$ cat src/rtl/core/qgcw_pkg.sv
// Package for the quad grid connectivity writer.
// Holds field widths, register indexes, table codes, sequence codes and the
// command and status types shared by the controller and the datapath.
package qgcw_pkg;

    localparam int PA_W        = 9;
    localparam int NE_W        = 16;
    localparam int NF_W        = 17;
    localparam int CELL_W      = 8;
    localparam int TABLE_W     = 2;
    localparam int ADDR_W      = 19;
    localparam int VALUE_W     = 17;
    localparam int CFG_INDEX_W = 2;
    localparam int CFG_DATA_W  = 17;
    localparam int PROD_W      = CELL_W + PA_W;

    localparam int MAX_SIDE_POINTS_DEFAULT = 256;

    localparam logic [CFG_INDEX_W-1:0] REG_POINTS_ACROSS = 2'd0;
    localparam logic [CFG_INDEX_W-1:0] REG_POINTS_UP     = 2'd1;
    localparam logic [CFG_INDEX_W-1:0] REG_ELEMENT_COUNT = 2'd2;
    localparam logic [CFG_INDEX_W-1:0] REG_FACE_COUNT    = 2'd3;

    localparam logic [PA_W-1:0] POINTS_ACROSS_RESET = 9'd2;
    localparam logic [PA_W-1:0] POINTS_UP_RESET     = 9'd2;
    localparam logic [NE_W-1:0] ELEMENT_COUNT_RESET = 16'd1;
    localparam logic [NF_W-1:0] FACE_COUNT_RESET    = 17'd5;

    localparam logic [TABLE_W-1:0] TABLE_CORNERS     = 2'd0;
    localparam logic [TABLE_W-1:0] TABLE_FACE_POINTS = 2'd1;
    localparam logic [TABLE_W-1:0] TABLE_FACE_ELEMS  = 2'd2;

    localparam logic [ADDR_W-1:0] ORIENT_VERTICAL   = 19'd0;
    localparam logic [ADDR_W-1:0] ORIENT_HORIZONTAL = 19'd1;
    localparam logic [ADDR_W-1:0] NO_ELEMENT        = '1;

    localparam int GROUP_W = 3;
    localparam logic [GROUP_W-1:0] GRP_CORNER = 3'd0;
    localparam logic [GROUP_W-1:0] GRP_LEFT   = 3'd1;
    localparam logic [GROUP_W-1:0] GRP_BOTTOM = 3'd2;
    localparam logic [GROUP_W-1:0] GRP_RIGHT  = 3'd3;
    localparam logic [GROUP_W-1:0] GRP_TOP    = 3'd4;

    localparam int SLOT_W = 3;
    localparam logic [SLOT_W-1:0] CORNER_BL   = 3'd0;
    localparam logic [SLOT_W-1:0] CORNER_BR   = 3'd1;
    localparam logic [SLOT_W-1:0] CORNER_TR   = 3'd2;
    localparam logic [SLOT_W-1:0] CORNER_TL   = 3'd3;
    localparam logic [SLOT_W-1:0] SLOT_PT0    = 3'd0;
    localparam logic [SLOT_W-1:0] SLOT_PT1    = 3'd1;
    localparam logic [SLOT_W-1:0] SLOT_EL0    = 3'd2;
    localparam logic [SLOT_W-1:0] SLOT_EL1    = 3'd3;
    localparam logic [SLOT_W-1:0] SLOT_ORIENT = 3'd4;

    typedef struct packed {
        logic                capture;
        logic                calc_prod;
        logic                calc_base;
        logic                calc_deriv;
        logic                emit;
        logic [GROUP_W-1:0]  group;
        logic [SLOT_W-1:0]   slot;
        logic                last;
    } qgcw_cmd_t;

    typedef struct packed {
        logic outside;
        logic right_face;
        logic top_face;
    } qgcw_status_t;

endpackage

$ cat src/rtl/core/qgcw_ctrl.sv
// Controller of the quad grid connectivity writer.
// Sequences setup and the write sequence of one cell; depends on qgcw_pkg.
module qgcw_ctrl
(
    input  logic                  clk,
    input  logic                  rst_n,
    input  logic                  in_valid,
    output logic                  in_stall,
    output logic                  out_valid,
    input  logic                  out_stall,
    output qgcw_pkg::qgcw_cmd_t   cmd,
    input  qgcw_pkg::qgcw_status_t status
);
    import qgcw_pkg::*;

    localparam logic [2:0] S_IDLE  = 3'd0;
    localparam logic [2:0] S_PROD  = 3'd1;
    localparam logic [2:0] S_BASE  = 3'd2;
    localparam logic [2:0] S_DERIV = 3'd3;
    localparam logic [2:0] S_EMIT  = 3'd4;

    logic [2:0]         state_reg, state_next;
    logic [GROUP_W-1:0] group_reg, group_next;
    logic [SLOT_W-1:0]  slot_reg, slot_next;
    logic               out_valid_reg, out_valid_next;
    logic               out_free;
    logic               seq_end;
    logic               done_after;
    logic [GROUP_W-1:0] group_after;

    assign out_free  = !out_valid_reg || !out_stall;
    assign in_stall  = (state_reg != S_IDLE);
    assign out_valid = out_valid_reg;

    always_comb
    begin
        seq_end     = (slot_reg == SLOT_ORIENT);
        done_after  = 1'b0;
        group_after = GRP_TOP;
        unique case (group_reg)
            GRP_CORNER:
            begin
                seq_end     = (slot_reg == CORNER_TL);
                group_after = GRP_LEFT;
            end
            GRP_LEFT:
            begin
                group_after = GRP_BOTTOM;
            end
            GRP_BOTTOM:
            begin
                group_after = status.right_face ? GRP_RIGHT : GRP_TOP;
                done_after  = !status.right_face && !status.top_face;
            end
            GRP_RIGHT:
            begin
                group_after = GRP_TOP;
                done_after  = !status.top_face;
            end
            default:
            begin
                done_after = 1'b1;
            end
        endcase
    end

    always_comb
    begin
        state_next      = state_reg;
        group_next      = group_reg;
        slot_next       = slot_reg;
        cmd             = '0;
        cmd.group       = group_reg;
        cmd.slot        = slot_reg;
        cmd.last        = seq_end && done_after;
        unique case (state_reg)
            S_IDLE:
            begin
                if (in_valid)
                begin
                    cmd.capture = 1'b1;
                    state_next  = S_PROD;
                end
            end
            S_PROD:
            begin
                cmd.calc_prod = 1'b1;
                state_next    = S_BASE;
            end
            S_BASE:
            begin
                if (status.outside)
                begin
                    state_next = S_IDLE;
                end
                else
                begin
                    cmd.calc_base = 1'b1;
                    state_next    = S_DERIV;
                end
            end
            S_DERIV:
            begin
                cmd.calc_deriv = 1'b1;
                group_next     = GRP_CORNER;
                slot_next      = CORNER_BL;
                state_next     = S_EMIT;
            end
            S_EMIT:
            begin
                if (out_free)
                begin
                    cmd.emit = 1'b1;
                    if (seq_end && done_after)
                    begin
                        state_next = S_IDLE;
                    end
                    else if (seq_end)
                    begin
                        group_next = group_after;
                        slot_next  = SLOT_PT0;
                    end
                    else
                    begin
                        slot_next = slot_reg + SLOT_W'(1);
                    end
                end
            end
            default:
            begin
                state_next = S_IDLE;
            end
        endcase
    end

    always_comb
    begin
        if (cmd.emit)
        begin
            out_valid_next = 1'b1;
        end
        else if (!out_stall)
        begin
            out_valid_next = 1'b0;
        end
        else
        begin
            out_valid_next = out_valid_reg;
        end
    end

    always_ff @(posedge clk or negedge rst_n)
    begin
        if (!rst_n)
        begin
            state_reg     <= S_IDLE;
            group_reg     <= GRP_CORNER;
            slot_reg      <= CORNER_BL;
            out_valid_reg <= 1'b0;
        end
        else
        begin
            state_reg     <= state_next;
            group_reg     <= group_next;
            slot_reg      <= slot_next;
            out_valid_reg <= out_valid_next;
        end
    end

endmodule

$ cat src/rtl/core/qgcw_dpath.sv
// Datapath of the quad grid connectivity writer.
// Holds the configuration registers, the cell's index arithmetic and the
// output register; depends on qgcw_pkg.
module qgcw_dpath
#(
    parameter int MAX_SIDE_POINTS = qgcw_pkg::MAX_SIDE_POINTS_DEFAULT
)
(
    input  logic                               clk,
    input  logic                               rst_n,
    input  logic                               cfg_write,
    input  logic [qgcw_pkg::CFG_INDEX_W-1:0]   cfg_index,
    input  logic [qgcw_pkg::CFG_DATA_W-1:0]    cfg_data,
    input  logic [qgcw_pkg::CELL_W-1:0]        cell_i,
    input  logic [qgcw_pkg::CELL_W-1:0]        cell_j,
    input  qgcw_pkg::qgcw_cmd_t                cmd,
    output qgcw_pkg::qgcw_status_t             status,
    output logic [qgcw_pkg::TABLE_W-1:0]       target_table,
    output logic [qgcw_pkg::ADDR_W-1:0]        write_address,
    output logic signed [qgcw_pkg::VALUE_W-1:0] write_value,
    output logic                               last_write
);
    import qgcw_pkg::*;

    localparam int PA_MAX = (1 << PA_W) - 1;
    localparam logic [PA_W-1:0] SIDE_LIMIT =
        PA_W'(MAX_SIDE_POINTS > PA_MAX ? PA_MAX : MAX_SIDE_POINTS);

    logic [PA_W-1:0]    points_across_reg;
    logic [PA_W-1:0]    points_up_reg;
    logic [NE_W-1:0]    element_count_reg;
    logic [NF_W-1:0]    face_count_reg;

    logic [CELL_W-1:0]  i_reg, j_reg;
    logic [PROD_W-1:0]  prod_el_reg, prod_el_next;
    logic [PROD_W-1:0]  prod_pt_reg, prod_pt_next;
    logic               outside_reg, outside_next;
    logic               right_reg, right_next;
    logic               top_reg, top_next;
    logic [ADDR_W-1:0]  el_reg, el_next;
    logic [ADDR_W-1:0]  p00_reg, p00_next;
    logic [ADDR_W-1:0]  p10_reg, p10_next;
    logic [ADDR_W-1:0]  p01_reg, p01_next;
    logic [ADDR_W-1:0]  p11_reg, p11_next;
    logic [ADDR_W-1:0]  el_left_reg, el_left_next;
    logic [ADDR_W-1:0]  el_below_reg, el_below_next;
    logic [ADDR_W-1:0]  face_l_reg, face_l_next;
    logic [ADDR_W-1:0]  face_b_reg, face_b_next;
    logic [ADDR_W-1:0]  face_r_reg, face_r_next;
    logic [ADDR_W-1:0]  face_t_reg, face_t_next;
    logic [ADDR_W-1:0]  ne_reg, ne_next;
    logic [ADDR_W-1:0]  ne2_reg, ne2_next;
    logic [ADDR_W-1:0]  ne3_reg, ne3_next;
    logic [ADDR_W-1:0]  nf_reg, nf_next;
    logic [ADDR_W-1:0]  nf2_reg, nf2_next;

    logic [TABLE_W-1:0] table_reg, table_next;
    logic [ADDR_W-1:0]  addr_reg, addr_next;
    logic [VALUE_W-1:0] value_reg, value_next;
    logic               last_reg;

    logic [PA_W-1:0]    nx, ny, cols;
    logic [ADDR_W-1:0]  sel_base, sel_off, sel_value;
    logic [ADDR_W-1:0]  face_base, fp0, fp1, fe0, fe1, forient;

    assign nx   = (points_across_reg > SIDE_LIMIT) ? SIDE_LIMIT : points_across_reg;
    assign ny   = (points_up_reg > SIDE_LIMIT) ? SIDE_LIMIT : points_up_reg;
    assign cols = nx - PA_W'(1);

    always_ff @(posedge clk or negedge rst_n)
    begin
        if (!rst_n)
        begin
            points_across_reg <= POINTS_ACROSS_RESET;
            points_up_reg     <= POINTS_UP_RESET;
            element_count_reg <= ELEMENT_COUNT_RESET;
            face_count_reg    <= FACE_COUNT_RESET;
        end
        else if (cfg_write)
        begin
            unique case (cfg_index)
                REG_POINTS_ACROSS: points_across_reg <= cfg_data[PA_W-1:0];
                REG_POINTS_UP:     points_up_reg     <= cfg_data[PA_W-1:0];
                REG_ELEMENT_COUNT: element_count_reg <= cfg_data[NE_W-1:0];
                REG_FACE_COUNT:    face_count_reg    <= cfg_data[NF_W-1:0];
                default:           ;
            endcase
        end
    end

    always_comb
    begin
        prod_el_next = PROD_W'(j_reg) * PROD_W'(cols);
        prod_pt_next = PROD_W'(j_reg) * PROD_W'(nx);
        outside_next = ((PA_W'(i_reg) + PA_W'(1)) >= nx) ||
                       ((PA_W'(j_reg) + PA_W'(1)) >= ny);
        right_next   = (PA_W'(i_reg) == (nx - PA_W'(2)));
        top_next     = (PA_W'(j_reg) == (ny - PA_W'(2)));

        el_next  = ADDR_W'(prod_el_reg) + ADDR_W'(i_reg);
        p00_next = ADDR_W'(prod_pt_reg) + ADDR_W'(i_reg);

        p10_next      = p00_reg + ADDR_W'(1);
        p01_next      = p00_reg + ADDR_W'(nx);
        p11_next      = p01_next + ADDR_W'(1);
        el_left_next  = el_reg - ADDR_W'(1);
        el_below_next = el_reg - ADDR_W'(cols);
        face_l_next   = {el_reg[ADDR_W-2:0], 1'b0};
        face_b_next   = {el_reg[ADDR_W-2:0], 1'b1};
        ne_next       = ADDR_W'(element_count_reg);
        ne2_next      = {ne_next[ADDR_W-2:0], 1'b0};
        ne3_next      = ne2_next + ne_next;
        nf_next       = ADDR_W'(face_count_reg);
        nf2_next      = {nf_next[ADDR_W-2:0], 1'b0};
        face_r_next   = ne2_next + ADDR_W'(1) + ADDR_W'(j_reg);
        face_t_next   = ne2_next + ADDR_W'(ny) + ADDR_W'(i_reg);
    end

    always_ff @(posedge clk)
    begin
        if (cmd.capture)
        begin
            i_reg <= cell_i;
            j_reg <= cell_j;
        end
        if (cmd.calc_prod)
        begin
            prod_el_reg <= prod_el_next;
            prod_pt_reg <= prod_pt_next;
            outside_reg <= outside_next;
            right_reg   <= right_next;
            top_reg     <= top_next;
        end
        if (cmd.calc_base)
        begin
            el_reg  <= el_next;
            p00_reg <= p00_next;
        end
        if (cmd.calc_deriv)
        begin
            p10_reg      <= p10_next;
            p01_reg      <= p01_next;
            p11_reg      <= p11_next;
            el_left_reg  <= el_left_next;
            el_below_reg <= el_below_next;
            face_l_reg   <= face_l_next;
            face_b_reg   <= face_b_next;
            face_r_reg   <= face_r_next;
            face_t_reg   <= face_t_next;
            ne_reg       <= ne_next;
            ne2_reg      <= ne2_next;
            ne3_reg      <= ne3_next;
            nf_reg       <= nf_next;
            nf2_reg      <= nf2_next;
        end
        if (cmd.emit)
        begin
            table_reg <= table_next;
            addr_reg  <= addr_next;
            value_reg <= value_next;
            last_reg  <= cmd.last;
        end
    end

    assign status.outside    = outside_reg;
    assign status.right_face = right_reg;
    assign status.top_face   = top_reg;

    always_comb
    begin
        face_base = face_t_reg;
        fp0       = p01_reg;
        fp1       = p11_reg;
        fe0       = el_reg;
        fe1       = NO_ELEMENT;
        forient   = ORIENT_HORIZONTAL;
        unique case (cmd.group)
            GRP_LEFT:
            begin
                face_base = face_l_reg;
                fp0       = p00_reg;
                fp1       = p01_reg;
                fe0       = (i_reg == '0) ? NO_ELEMENT : el_left_reg;
                fe1       = el_reg;
                forient   = ORIENT_VERTICAL;
            end
            GRP_BOTTOM:
            begin
                face_base = face_b_reg;
                fp0       = p00_reg;
                fp1       = p10_reg;
                fe0       = el_reg;
                fe1       = (j_reg == '0) ? NO_ELEMENT : el_below_reg;
                forient   = ORIENT_HORIZONTAL;
            end
            GRP_RIGHT:
            begin
                face_base = face_r_reg;
                fp0       = p10_reg;
                fp1       = p11_reg;
                fe0       = NO_ELEMENT;
                fe1       = el_reg;
                forient   = ORIENT_VERTICAL;
            end
            default:
            begin
                face_base = face_t_reg;
            end
        endcase
    end

    always_comb
    begin
        table_next = TABLE_FACE_ELEMS;
        sel_base   = face_base;
        sel_off    = '0;
        sel_value  = '0;
        if (cmd.group == GRP_CORNER)
        begin
            table_next = TABLE_CORNERS;
            sel_base   = el_reg;
            unique case (cmd.slot)
                CORNER_BL:
                begin
                    sel_value = p00_reg;
                end
                CORNER_BR:
                begin
                    sel_off   = ne_reg;
                    sel_value = p10_reg;
                end
                CORNER_TR:
                begin
                    sel_off   = ne2_reg;
                    sel_value = p11_reg;
                end
                CORNER_TL:
                begin
                    sel_off   = ne3_reg;
                    sel_value = p01_reg;
                end
                default:
                begin
                    sel_value = '0;
                end
            endcase
        end
        else
        begin
            unique case (cmd.slot)
                SLOT_PT0:
                begin
                    table_next = TABLE_FACE_POINTS;
                    sel_value  = fp0;
                end
                SLOT_PT1:
                begin
                    table_next = TABLE_FACE_POINTS;
                    sel_off    = nf_reg;
                    sel_value  = fp1;
                end
                SLOT_EL0:
                begin
                    sel_value = fe0;
                end
                SLOT_EL1:
                begin
                    sel_off   = nf_reg;
                    sel_value = fe1;
                end
                SLOT_ORIENT:
                begin
                    sel_off   = nf2_reg;
                    sel_value = forient;
                end
                default:
                begin
                    sel_value = '0;
                end
            endcase
        end
        addr_next  = sel_base + sel_off;
        value_next = sel_value[VALUE_W-1:0];
    end

    assign target_table  = table_reg;
    assign write_address = addr_reg;
    assign write_value   = value_reg;
    assign last_write    = last_reg;

endmodule

$ cat src/rtl/core/quad_grid_connectivity_writer.sv
// Top level of the quad grid connectivity writer.
// Joins the controller qgcw_ctrl and the datapath qgcw_dpath; depends on qgcw_pkg.
//
// For each requested cell (cell_i, cell_j) the block emits the table writes that
// build its unstructured connectivity: four corner points, then the left and
// bottom faces, then a right face on the last column and a top face on the last
// row, one write per cycle through an output register while out_stall does not
// hold it, with last_write marking the final write of the cell: 14, 19 or 24
// writes. A request is taken in an idle cycle and is followed by setup, in
// which the row products are formed through two small multipliers, then the
// element and point indexes, then the derived offsets are registered, and then
// by the writes. A cell outside the grid emits nothing and returns to idle once
// the products are formed. The block works on one cell at a time; the user
// must write configuration through cfg_write, cfg_index and cfg_data only while
// the block is idle; the block itself does not enforce this.
module quad_grid_connectivity_writer
#(
    parameter int MAX_SIDE_POINTS = qgcw_pkg::MAX_SIDE_POINTS_DEFAULT
)
(
    input  logic                                clk,
    input  logic                                rst_n,
    input  logic                                cfg_write,
    input  logic [qgcw_pkg::CFG_INDEX_W-1:0]    cfg_index,
    input  logic [qgcw_pkg::CFG_DATA_W-1:0]     cfg_data,
    input  logic                                in_valid,
    output logic                                in_stall,
    input  logic [qgcw_pkg::CELL_W-1:0]         cell_i,
    input  logic [qgcw_pkg::CELL_W-1:0]         cell_j,
    output logic                                out_valid,
    input  logic                                out_stall,
    output logic [qgcw_pkg::TABLE_W-1:0]        target_table,
    output logic [qgcw_pkg::ADDR_W-1:0]         write_address,
    output logic signed [qgcw_pkg::VALUE_W-1:0] write_value,
    output logic                                last_write
);
    import qgcw_pkg::*;

    qgcw_cmd_t    cmd;
    qgcw_status_t status;

    qgcw_ctrl u_ctrl
    (
        .clk       (clk),
        .rst_n     (rst_n),
        .in_valid  (in_valid),
        .in_stall  (in_stall),
        .out_valid (out_valid),
        .out_stall (out_stall),
        .cmd       (cmd),
        .status    (status)
    );

    qgcw_dpath
    #(
        .MAX_SIDE_POINTS (MAX_SIDE_POINTS)
    )
    u_dpath
    (
        .clk           (clk),
        .rst_n         (rst_n),
        .cfg_write     (cfg_write),
        .cfg_index     (cfg_index),
        .cfg_data      (cfg_data),
        .cell_i        (cell_i),
        .cell_j        (cell_j),
        .cmd           (cmd),
        .status        (status),
        .target_table  (target_table),
        .write_address (write_address),
        .write_value   (write_value),
        .last_write    (last_write)
    );

endmodule
$ cat config.mk
export PLATFORM = sky130hd
export DESIGN_NAME = quad_grid_connectivity_writer
export DESIGN_NICKNAME = d
export VERILOG_FILES = /design/src/rtl/core/qgcw_pkg.sv /design/src/rtl/core/qgcw_ctrl.sv /design/src/rtl/core/qgcw_dpath.sv /design/src/rtl/core/quad_grid_connectivity_writer.sv
export SDC_FILE = /design/constraint.sdc
export NUM_CORES = 1
export LEC_CHECK = 0
export BUFFER_PORTS_ARGS = -buffer_cell sky130_fd_sc_hd__buf_4
export CAP_MARGIN = 0
export CORE_ASPECT_RATIO = 1.4
export CORE_UTILIZATION = 64
export DETAILED_ROUTE_END_ITERATION = 8
export GPL_TIMING_DRIVEN = 1
export PLACE_DENSITY_LB_ADDON = 0.05
export SYNTH_ARGS = -nofsm -noshare
export SYNTH_HDL_FRONTEND = slang
export SYNTH_HIERARCHICAL = 1
export SYNTH_SLANG_ARGS = --single-unit
$ cat constraint.sdc
create_clock -name clk -period 6.2 [get_ports clk]
set_input_delay 1.24 -clock clk [delete_from_list [all_inputs] [get_ports clk]]
set_output_delay 1.24 -clock clk [all_outputs]
set_load 0.02 [all_outputs]
==> flow_summary_export.csv, run 1 <==
group,metric,value,unit
run_status,outcome,"finished clean",
placed_design,dpl.hpwl,50.1,mm
clock_tree,post_cts_buffers,0,
run,max_cap_violations,0,
power,cellPowerDensity,569,mW/mm²
logic_synthesis,ys_warn_count,6,
grt,overflow,0,
placed_design,gp_congestion,0.918,
logic_synthesis,avgSynthCellArea,10.7,µm²
floorplan,die-area,0.0420,mm²
timing,clock.fmax,0.173,GHz
logic_synthesis,netlist_top_cells_area,"edfxtp_1 36%, ha_1 9.0%, fa_1 7.5%",
routing,drt-total-wl,68.0,mm
clock_tree,cts_tree,"done",
routing,drcViolationCount,0,
routing,wire_per_inst,22.1,µm
grt,antenna_found_initial,0,
layout,nets,2845,
grt,grt_pass1_wl,107,mm
clock_tree,htreeDepth,2,
clock_tree,cts_made_buffers,38,
floorplan,die_x,173,µm
logic_synthesis,seq_area_frac_synth,41.8,%
layout,layout-area-overhead-vs-synth,9.37,%
placed_design,pre_cts_slack,0.131,ns
timing,fin_tns_setup,0,ns
logic_synthesis,syn_area,0.0263,mm²
timing,maxSlewHeadroom,23.9,%
clock_tree,cts_resized,0,
setup_path,cp-start-kind,"flip-flop",
timing,slew_viol_final,0,
floorplan,start_util,65.2,%
timing,finalHoldViolCount,0,
floorplan,die_y,242,µm
logic_synthesis,netlist.area_leader.share,36.0,%
grt,grt_max_degree,76,
layout,drive_gt1_share,12.4,%
routing,via_per_inst,6.29,
layout,diodes,0,
timing,rsz0062_at_grt,"no",
logic_synthesis,synth_seq_cells,377,
logic_synthesis,async_flop_share,16.2,%
layout,nFillCells,2951,
timing,fin_crit_sh,93.4,%
grt,grt_pass1_vias,19700,
placed_design,portBuffers,80,
power,ir_worst_vdd,0.762,mV
routing,drt_iter0_drc,1589,
floorplan,core,0.0404,mm²
power,power.static_leakage,11.8,nW
routing,m1WireLength,26.4,mm
clock_tree,insertion_delay,0.55,ns
logic_synthesis,synth_edf_count,316,
layout,largest_reg_flops,19,
clock_tree,postCtsHoldBufs,0,
min_path,hold_class,"reg -> reg",
floorplan,row_count,87,
grt,grt_use_total,32.8,%
routing,dr_wl_met3,4.54,mm
clock_tree,numClockSinks,377,
routing,ant_nets,0,
logic_synthesis,synth_cells,2467,
logic_synthesis,synth_cell_types,88,
logic_synthesis,synth_nets,2796,
setup_path,crit_type,"reg -> reg",
routing,num_vias,19400,
setup_path,worstPathRequired,6.48,ns
setup_path,crit_arrival,6.07,ns
clock_tree,root_buffer,"clkbuf_16",
timing,worstMarginPinSlew,1.14,ns
timing,timing.final.ws_setup,0.411,ns
floorplan,ios,81,
logic_synthesis,synth.most_common_cell,"edfxtp_1",
logic_synthesis,synth_flop_cell,"edfxtp_1",
timing,finalCriticalPeriod,5.79,ns
timing,setup_viol,0,
routing,first_pass_iters,5,
routing,wl_met2,33.3,mm
setup_path,path_max_fanout,7,
timing,hold_slack,0.441,ns
timing,fin_skew,0.0202,ns
logic_synthesis,yosysTopAreaCell,"edfxtp_1",
logic_synthesis,yosys-top-cells-count,"316 x edfxtp_1, 235 x inv_1, 191 x nand2_1",
clock_tree,clockBufferDepth,3,
clock_tree,clk_pin_slew_worst_paths,0.06,ns
setup_path,worstSetupEndpointType,"flip-flop",
routing,top_layer,"met4",
placed cells by master (no fill, tap or decap), types with 17 or more instances in the layout:
cell / Yosys / final
a221o_1: 18 / 18
o221ai_1: 18 / 18
nand2b_1: 24 / 24
o211ai_1: 34 / 34
and2_1: 48 / 48
o22ai_1: 17 / 17
xor2_1: 51 / 51
xnor2_1: 159 / 154
o21ai_0: 91 / 91
edfxtp_1: 316 / 316
a21o_1: 49 / 49
mux2_2: 67 / 67
nor2_1: 165 / 164
and3_1: 25 / 25
a31oi_1: 22 / 22
nor3_1: 29 / 28
ha_1: 190 / 190
fa_1: 99 / 99
nor2b_1: 44 / 44
clkbuf_16: 0 / 40
inv_1: 235 / 234
a21oi_1: 77 / 77
nand3_1: 58 / 58
dfrtp_1: 56 / 52
o21ai_1: 17 / 17
buf_4: 5 / 123
mux4_2: 17 / 17
nand2_1: 191 / 191
a22oi_1: 66 / 66
layer usage:
layer  global-route usage (%)  vias to the layer above
li1                         -                     8858
met1                     41.0                     9465
met2                     55.7                      852
met3                     3.91                      192
met4                     17.6                        0
met5                        0                        -
layout make-up:
cell class,count,area [µm²],share of cell area (%)
Inverter,242,913,3.17
Multi-Input combinational cell,1734,14000,48.7
Tap cell,534,668,2.32
Sequential cell,377,11000,38.3
Clock buffer,49,1070,3.73
Timing Repair Buffer,123,923,3.20
Clock inverter,21,180,0.625
cell families after synthesis:
group,Yosys count,share of synthesized area [%]
fa+ha+maj,289,16.5
buf+inv,356,5.19
compound gates,492,12.9
mux,89,4.51
simple gates,653,12.0
flops,377,41.8
xor+xnor,211,7.04
final timing paths:
path                            depth (start not counted)                       end                    startpoint  slack, ns
worst min register to register                          0        u_dpath/nf2_reg[7]     u_dpath/face_count_reg[6]       0.44
min in group asynchronous                               1  u_dpath/points_up_reg[0]                         rst_n       0.80
worst min-delay path                                    0        u_dpath/nf2_reg[7]     u_dpath/face_count_reg[6]       0.44
worst max-delay path                                   21   u_dpath/prod_el_reg[16]  u_dpath/points_across_reg[2]       0.41
max in group asynchronous                               1        u_ctrl/slot_reg[1]                         rst_n       4.79
worst max register to register                         21   u_dpath/prod_el_reg[16]  u_dpath/points_across_reg[2]       0.41
power breakdown:
part	internal (mW)	total (mW)	switching (mW)
clock network	1.32	2.32	0.996
registers	4.02	4.64	0.629
logic	3.94	9.43	5.49
stage by stage:
stage | instances | total power, mW | instance area, µm² | util, %
2_1_floorplan | 2467 | 11.6 | 26300 | -
3_3_place_gp | 3010 | 13.7 | 27500 | 68.1
3_5_place_dp | 3010 | 14.0 | 27500 | 68.1
4_1_cts | 3080 | 16.3 | 28800 | 71.2
5_1_grt | 3080 | 17.6 | 28800 | 71.4
6_report | 3080 | 16.4 | 28800 | 71.4
critical path, stage by stage, from the launching register on:
cell	delay [ns]
dfrtp_1	0.38
nor2b_1	0.15
inv_1	0.16
ha_1	0.27
and3_1	0.30
nand2_1	0.17
xnor2_4	0.26
inv_1	0.14
nor2_1	0.14
fa_1	0.46
fa_1	0.52
fa_1	0.55
inv_1	0.06
fa_1	0.52
inv_1	0.04
ha_1	0.35
and3_1	0.20
a211oi_1	0.29
a21oi_1	0.14
a21o_1	0.19
a21oi_1	0.16
xnor2_1	0.09
Note: power is estimated with default switching activity, not from simulation.
==> inputs of run 2 (changes only) <==
--- a/config.mk
+++ b/config.mk
@@ -9,6 +9,7 @@
 export CAP_MARGIN = 0
 export CORE_ASPECT_RATIO = 1.4
 export CORE_UTILIZATION = 64
+export CTS_BUF_LIST = sky130_fd_sc_hd__clkbuf_16
 export DETAILED_ROUTE_END_ITERATION = 8
 export GPL_TIMING_DRIVEN = 1
 export PLACE_DENSITY_LB_ADDON = 0.05
@@ -16,3 +17,4 @@
 export SYNTH_HDL_FRONTEND = slang
 export SYNTH_HIERARCHICAL = 1
 export SYNTH_SLANG_ARGS = --single-unit
+export TNS_END_PERCENT = 30
==> run 2 against run 1 <==
  * Via count is essentially flat
  * Setup slack got worse by 0.021 ns
  * Register-to-register slack worse by 0.02 ns
  * Critical path depth is the same
  * Highest routed layer unchanged
  * Critical endpoint unchanged
  * Largest cell class unchanged
  * Clock power shrank 3%
  * Combinational power about the same
==> flow_summary_export.csv, run 2 (synthesis results as in run 1) <==
group,metric,value,unit
layout,layout-area-overhead-vs-synth,9.22,%
setup_path,r2r_cells,21,
setup_path,worstSetupEndpointType,"flip-flop",
clock_tree,cts_made_buffers,38,
placed_design,gp_congestion,0.918,
floorplan,die_x,173,µm
layout,final-seq-area,0.0110,mm²
layout,diodes,0,
setup_path,crit_type,"reg -> reg",
run,max_cap_violations,0,
floorplan,die_y,242,µm
routing,drt_iter0_drc,1560,
setup_path,timing.rr.start,"u_dpath/points_across_reg[2]",
grt,grt_pass1_vias,19600,
clock_tree,insertion_delay,0.55,ns
clock_tree,clockBufferDepth,3,
timing,finalHoldViolCount,0,
power,ir_worst_vdd,0.764,mV
timing,fin_skew,0.0213,ns
floorplan,start_util,65.2,%
timing,hold_slack,0.441,ns
setup_path,worstPathRequired,6.48,ns
layout,utilization,71.3,%
routing,first_pass_iters,6,
timing,worstMarginPinSlew,1.18,ns
min_path,hold_class,"reg -> reg",
setup_path,crit_arrival,6.09,ns
grt,overflow,0,
timing,slew_viol_final,0,
floorplan,row_count,87,
clock_tree,cts_tree,"done",
grt,grt_use_total,32.8,%
clock_tree,root_buffer,"clkbuf_16",
power,power.static_leakage,11.8,nW
layout,multi_input_area,0.0140,mm²
clock_tree,numClockSinks,377,
setup_path,critPathCapture,"u_dpath/prod_el_reg[16]",
grt,antenna_found_initial,0,
routing,drcViolationCount,0,
setup_path,crit_start,"u_dpath/points_across_reg[2]",
layout,largest_reg_flops,19,
layout,nFillCells,2960,
timing,finalCriticalPeriod,5.81,ns
routing,via_per_inst,6.29,
setup_path,cp-start-kind,"flip-flop",
run_status,outcome,"finished clean",
routing,drt-total-wl,67.9,mm
timing,fin_crit_sh,93.7,%
floorplan,ios,81,
timing,fin_tns_setup,0,ns
floorplan,die-area,0.0420,mm²
power,cellPowerDensity,568,mW/mm²
timing,clock.fmax,0.172,GHz
timing,maxSlewHeadroom,21.2,%
layout,nets,2845,
timing,rsz0062_at_grt,"no",
setup_path,path_max_fanout,7,
floorplan,core,0.0404,mm²
clock_tree,clk_pin_slew_worst_paths,0.06,ns
timing,setup_viol,0,
placed_design,dpl.hpwl,50.1,mm
grt,grt_pass1_wl,107,mm
routing,num_vias,19400,
setup_path,r2r-end,"u_dpath/prod_el_reg[16]",
layout,final_common_cell,"edfxtp_1",
grt,grt_max_degree,76,
clock_tree,htreeDepth,2,
routing,ant_nets,0,
layout,drive_gt1_share,12.2,%
placed_design,portBuffers,80,
routing,wire_per_inst,22.1,µm
setup_path,r2r_setup_slack,0.39,ns
layout,final_cell_mix,"316 x edfxtp_1, 239 x inv_1, 191 x nand2_1",
[run 2: cell types whose count changed in the layout (fill, tap and decap cells not counted), sizes merged]
| cell | change |
|---|---|
| clkbuf | -9 |
| inv | +5 |
| clkinv | +4 |
[run 2: critical path, cell delays in order (launching register included)]
cell      delay, ns
dfrtp_1        0.38
nor2b_1        0.15
inv_1          0.16
ha_1           0.27
and3_1         0.31
nand2_1        0.17
xnor2_4        0.26
inv_1          0.14
nor2_1         0.14
fa_1           0.46
fa_1           0.52
fa_1           0.55
inv_1          0.06
fa_1           0.52
inv_1          0.04
ha_1           0.35
and3_1         0.20
a211oi_1       0.30
a21oi_1        0.14
a21o_1         0.19
a21oi_1        0.16
xnor2_1        0.08
[run 2: area by class of cell]
type | count | area share (%)
timing repair buffer | 123 | 3.21
sequential | 377 | 38.3
tap | 534 | 2.32
clock inverter | 30 | 0.743
multi-input combinational | 1734 | 48.8
inverter | 242 | 3.17
clock buffer | 40 | 3.48
[run 2: per-stage QoR]
step           area, µm²  power [mW]  setup slack, ns  std cells
2_1_floorplan      26300        11.6            0.480       2467
3_3_place_gp       27500        13.7            0.238       3010
3_5_place_dp       27500        14.0            0.131       3010
4_1_cts            28700        16.3           0.0936       3080
5_1_grt            28800        17.6           0.0567       3080
6_report           28800        16.3            0.390       3080
[run 2: how the worst min path moves through the flow]
| stage | start | endpoint | slack, ns | cells after the start |
|---|---|---|---|---|
| after floorplan | u_dpath/face_count_reg[9] | u_dpath/nf2_reg[10] | 0.42 | 0 |
| after global placement | u_dpath/face_count_reg[10] | u_dpath/nf2_reg[11] | 0.43 | 0 |
| after detailed placement | u_dpath/face_count_reg[13] | u_dpath/nf2_reg[14] | 0.43 | 0 |
| after CTS | u_dpath/face_count_reg[6] | u_dpath/nf2_reg[7] | 0.44 | 0 |
| after global routing | u_dpath/face_count_reg[6] | u_dpath/nf2_reg[7] | 0.45 | 0 |
| final | u_dpath/face_count_reg[6] | u_dpath/nf2_reg[7] | 0.44 | 0 |
[run 2: per-layer routing]
metal | GRT usage [%] | wire length, µm | up-vias
li1 | - | - | 8864
met1 | 41.1 | 26700 | 9474
met2 | 55.7 | 33300 | 838
met3 | 3.91 | 4160 | 187
met4 | 17.5 | 3770 | 0
met5 | 0 | 0 | -
[run 2: repair_timing]
item,in CTS,in global routing
endpoints found under the setup margin,0,1
hold buffers,0,0
gates resized for setup,0,7
endpoints found under the hold margin,0,0
buffers inserted,0,0
[run 2: power by group]
group | leakage (nW) | switching (mW) | internal, mW
clock | 0.625 | 0.994 | 1.26
sequential | 3.62 | 0.627 | 4.02
combinational | 7.59 | 5.49 | 3.94
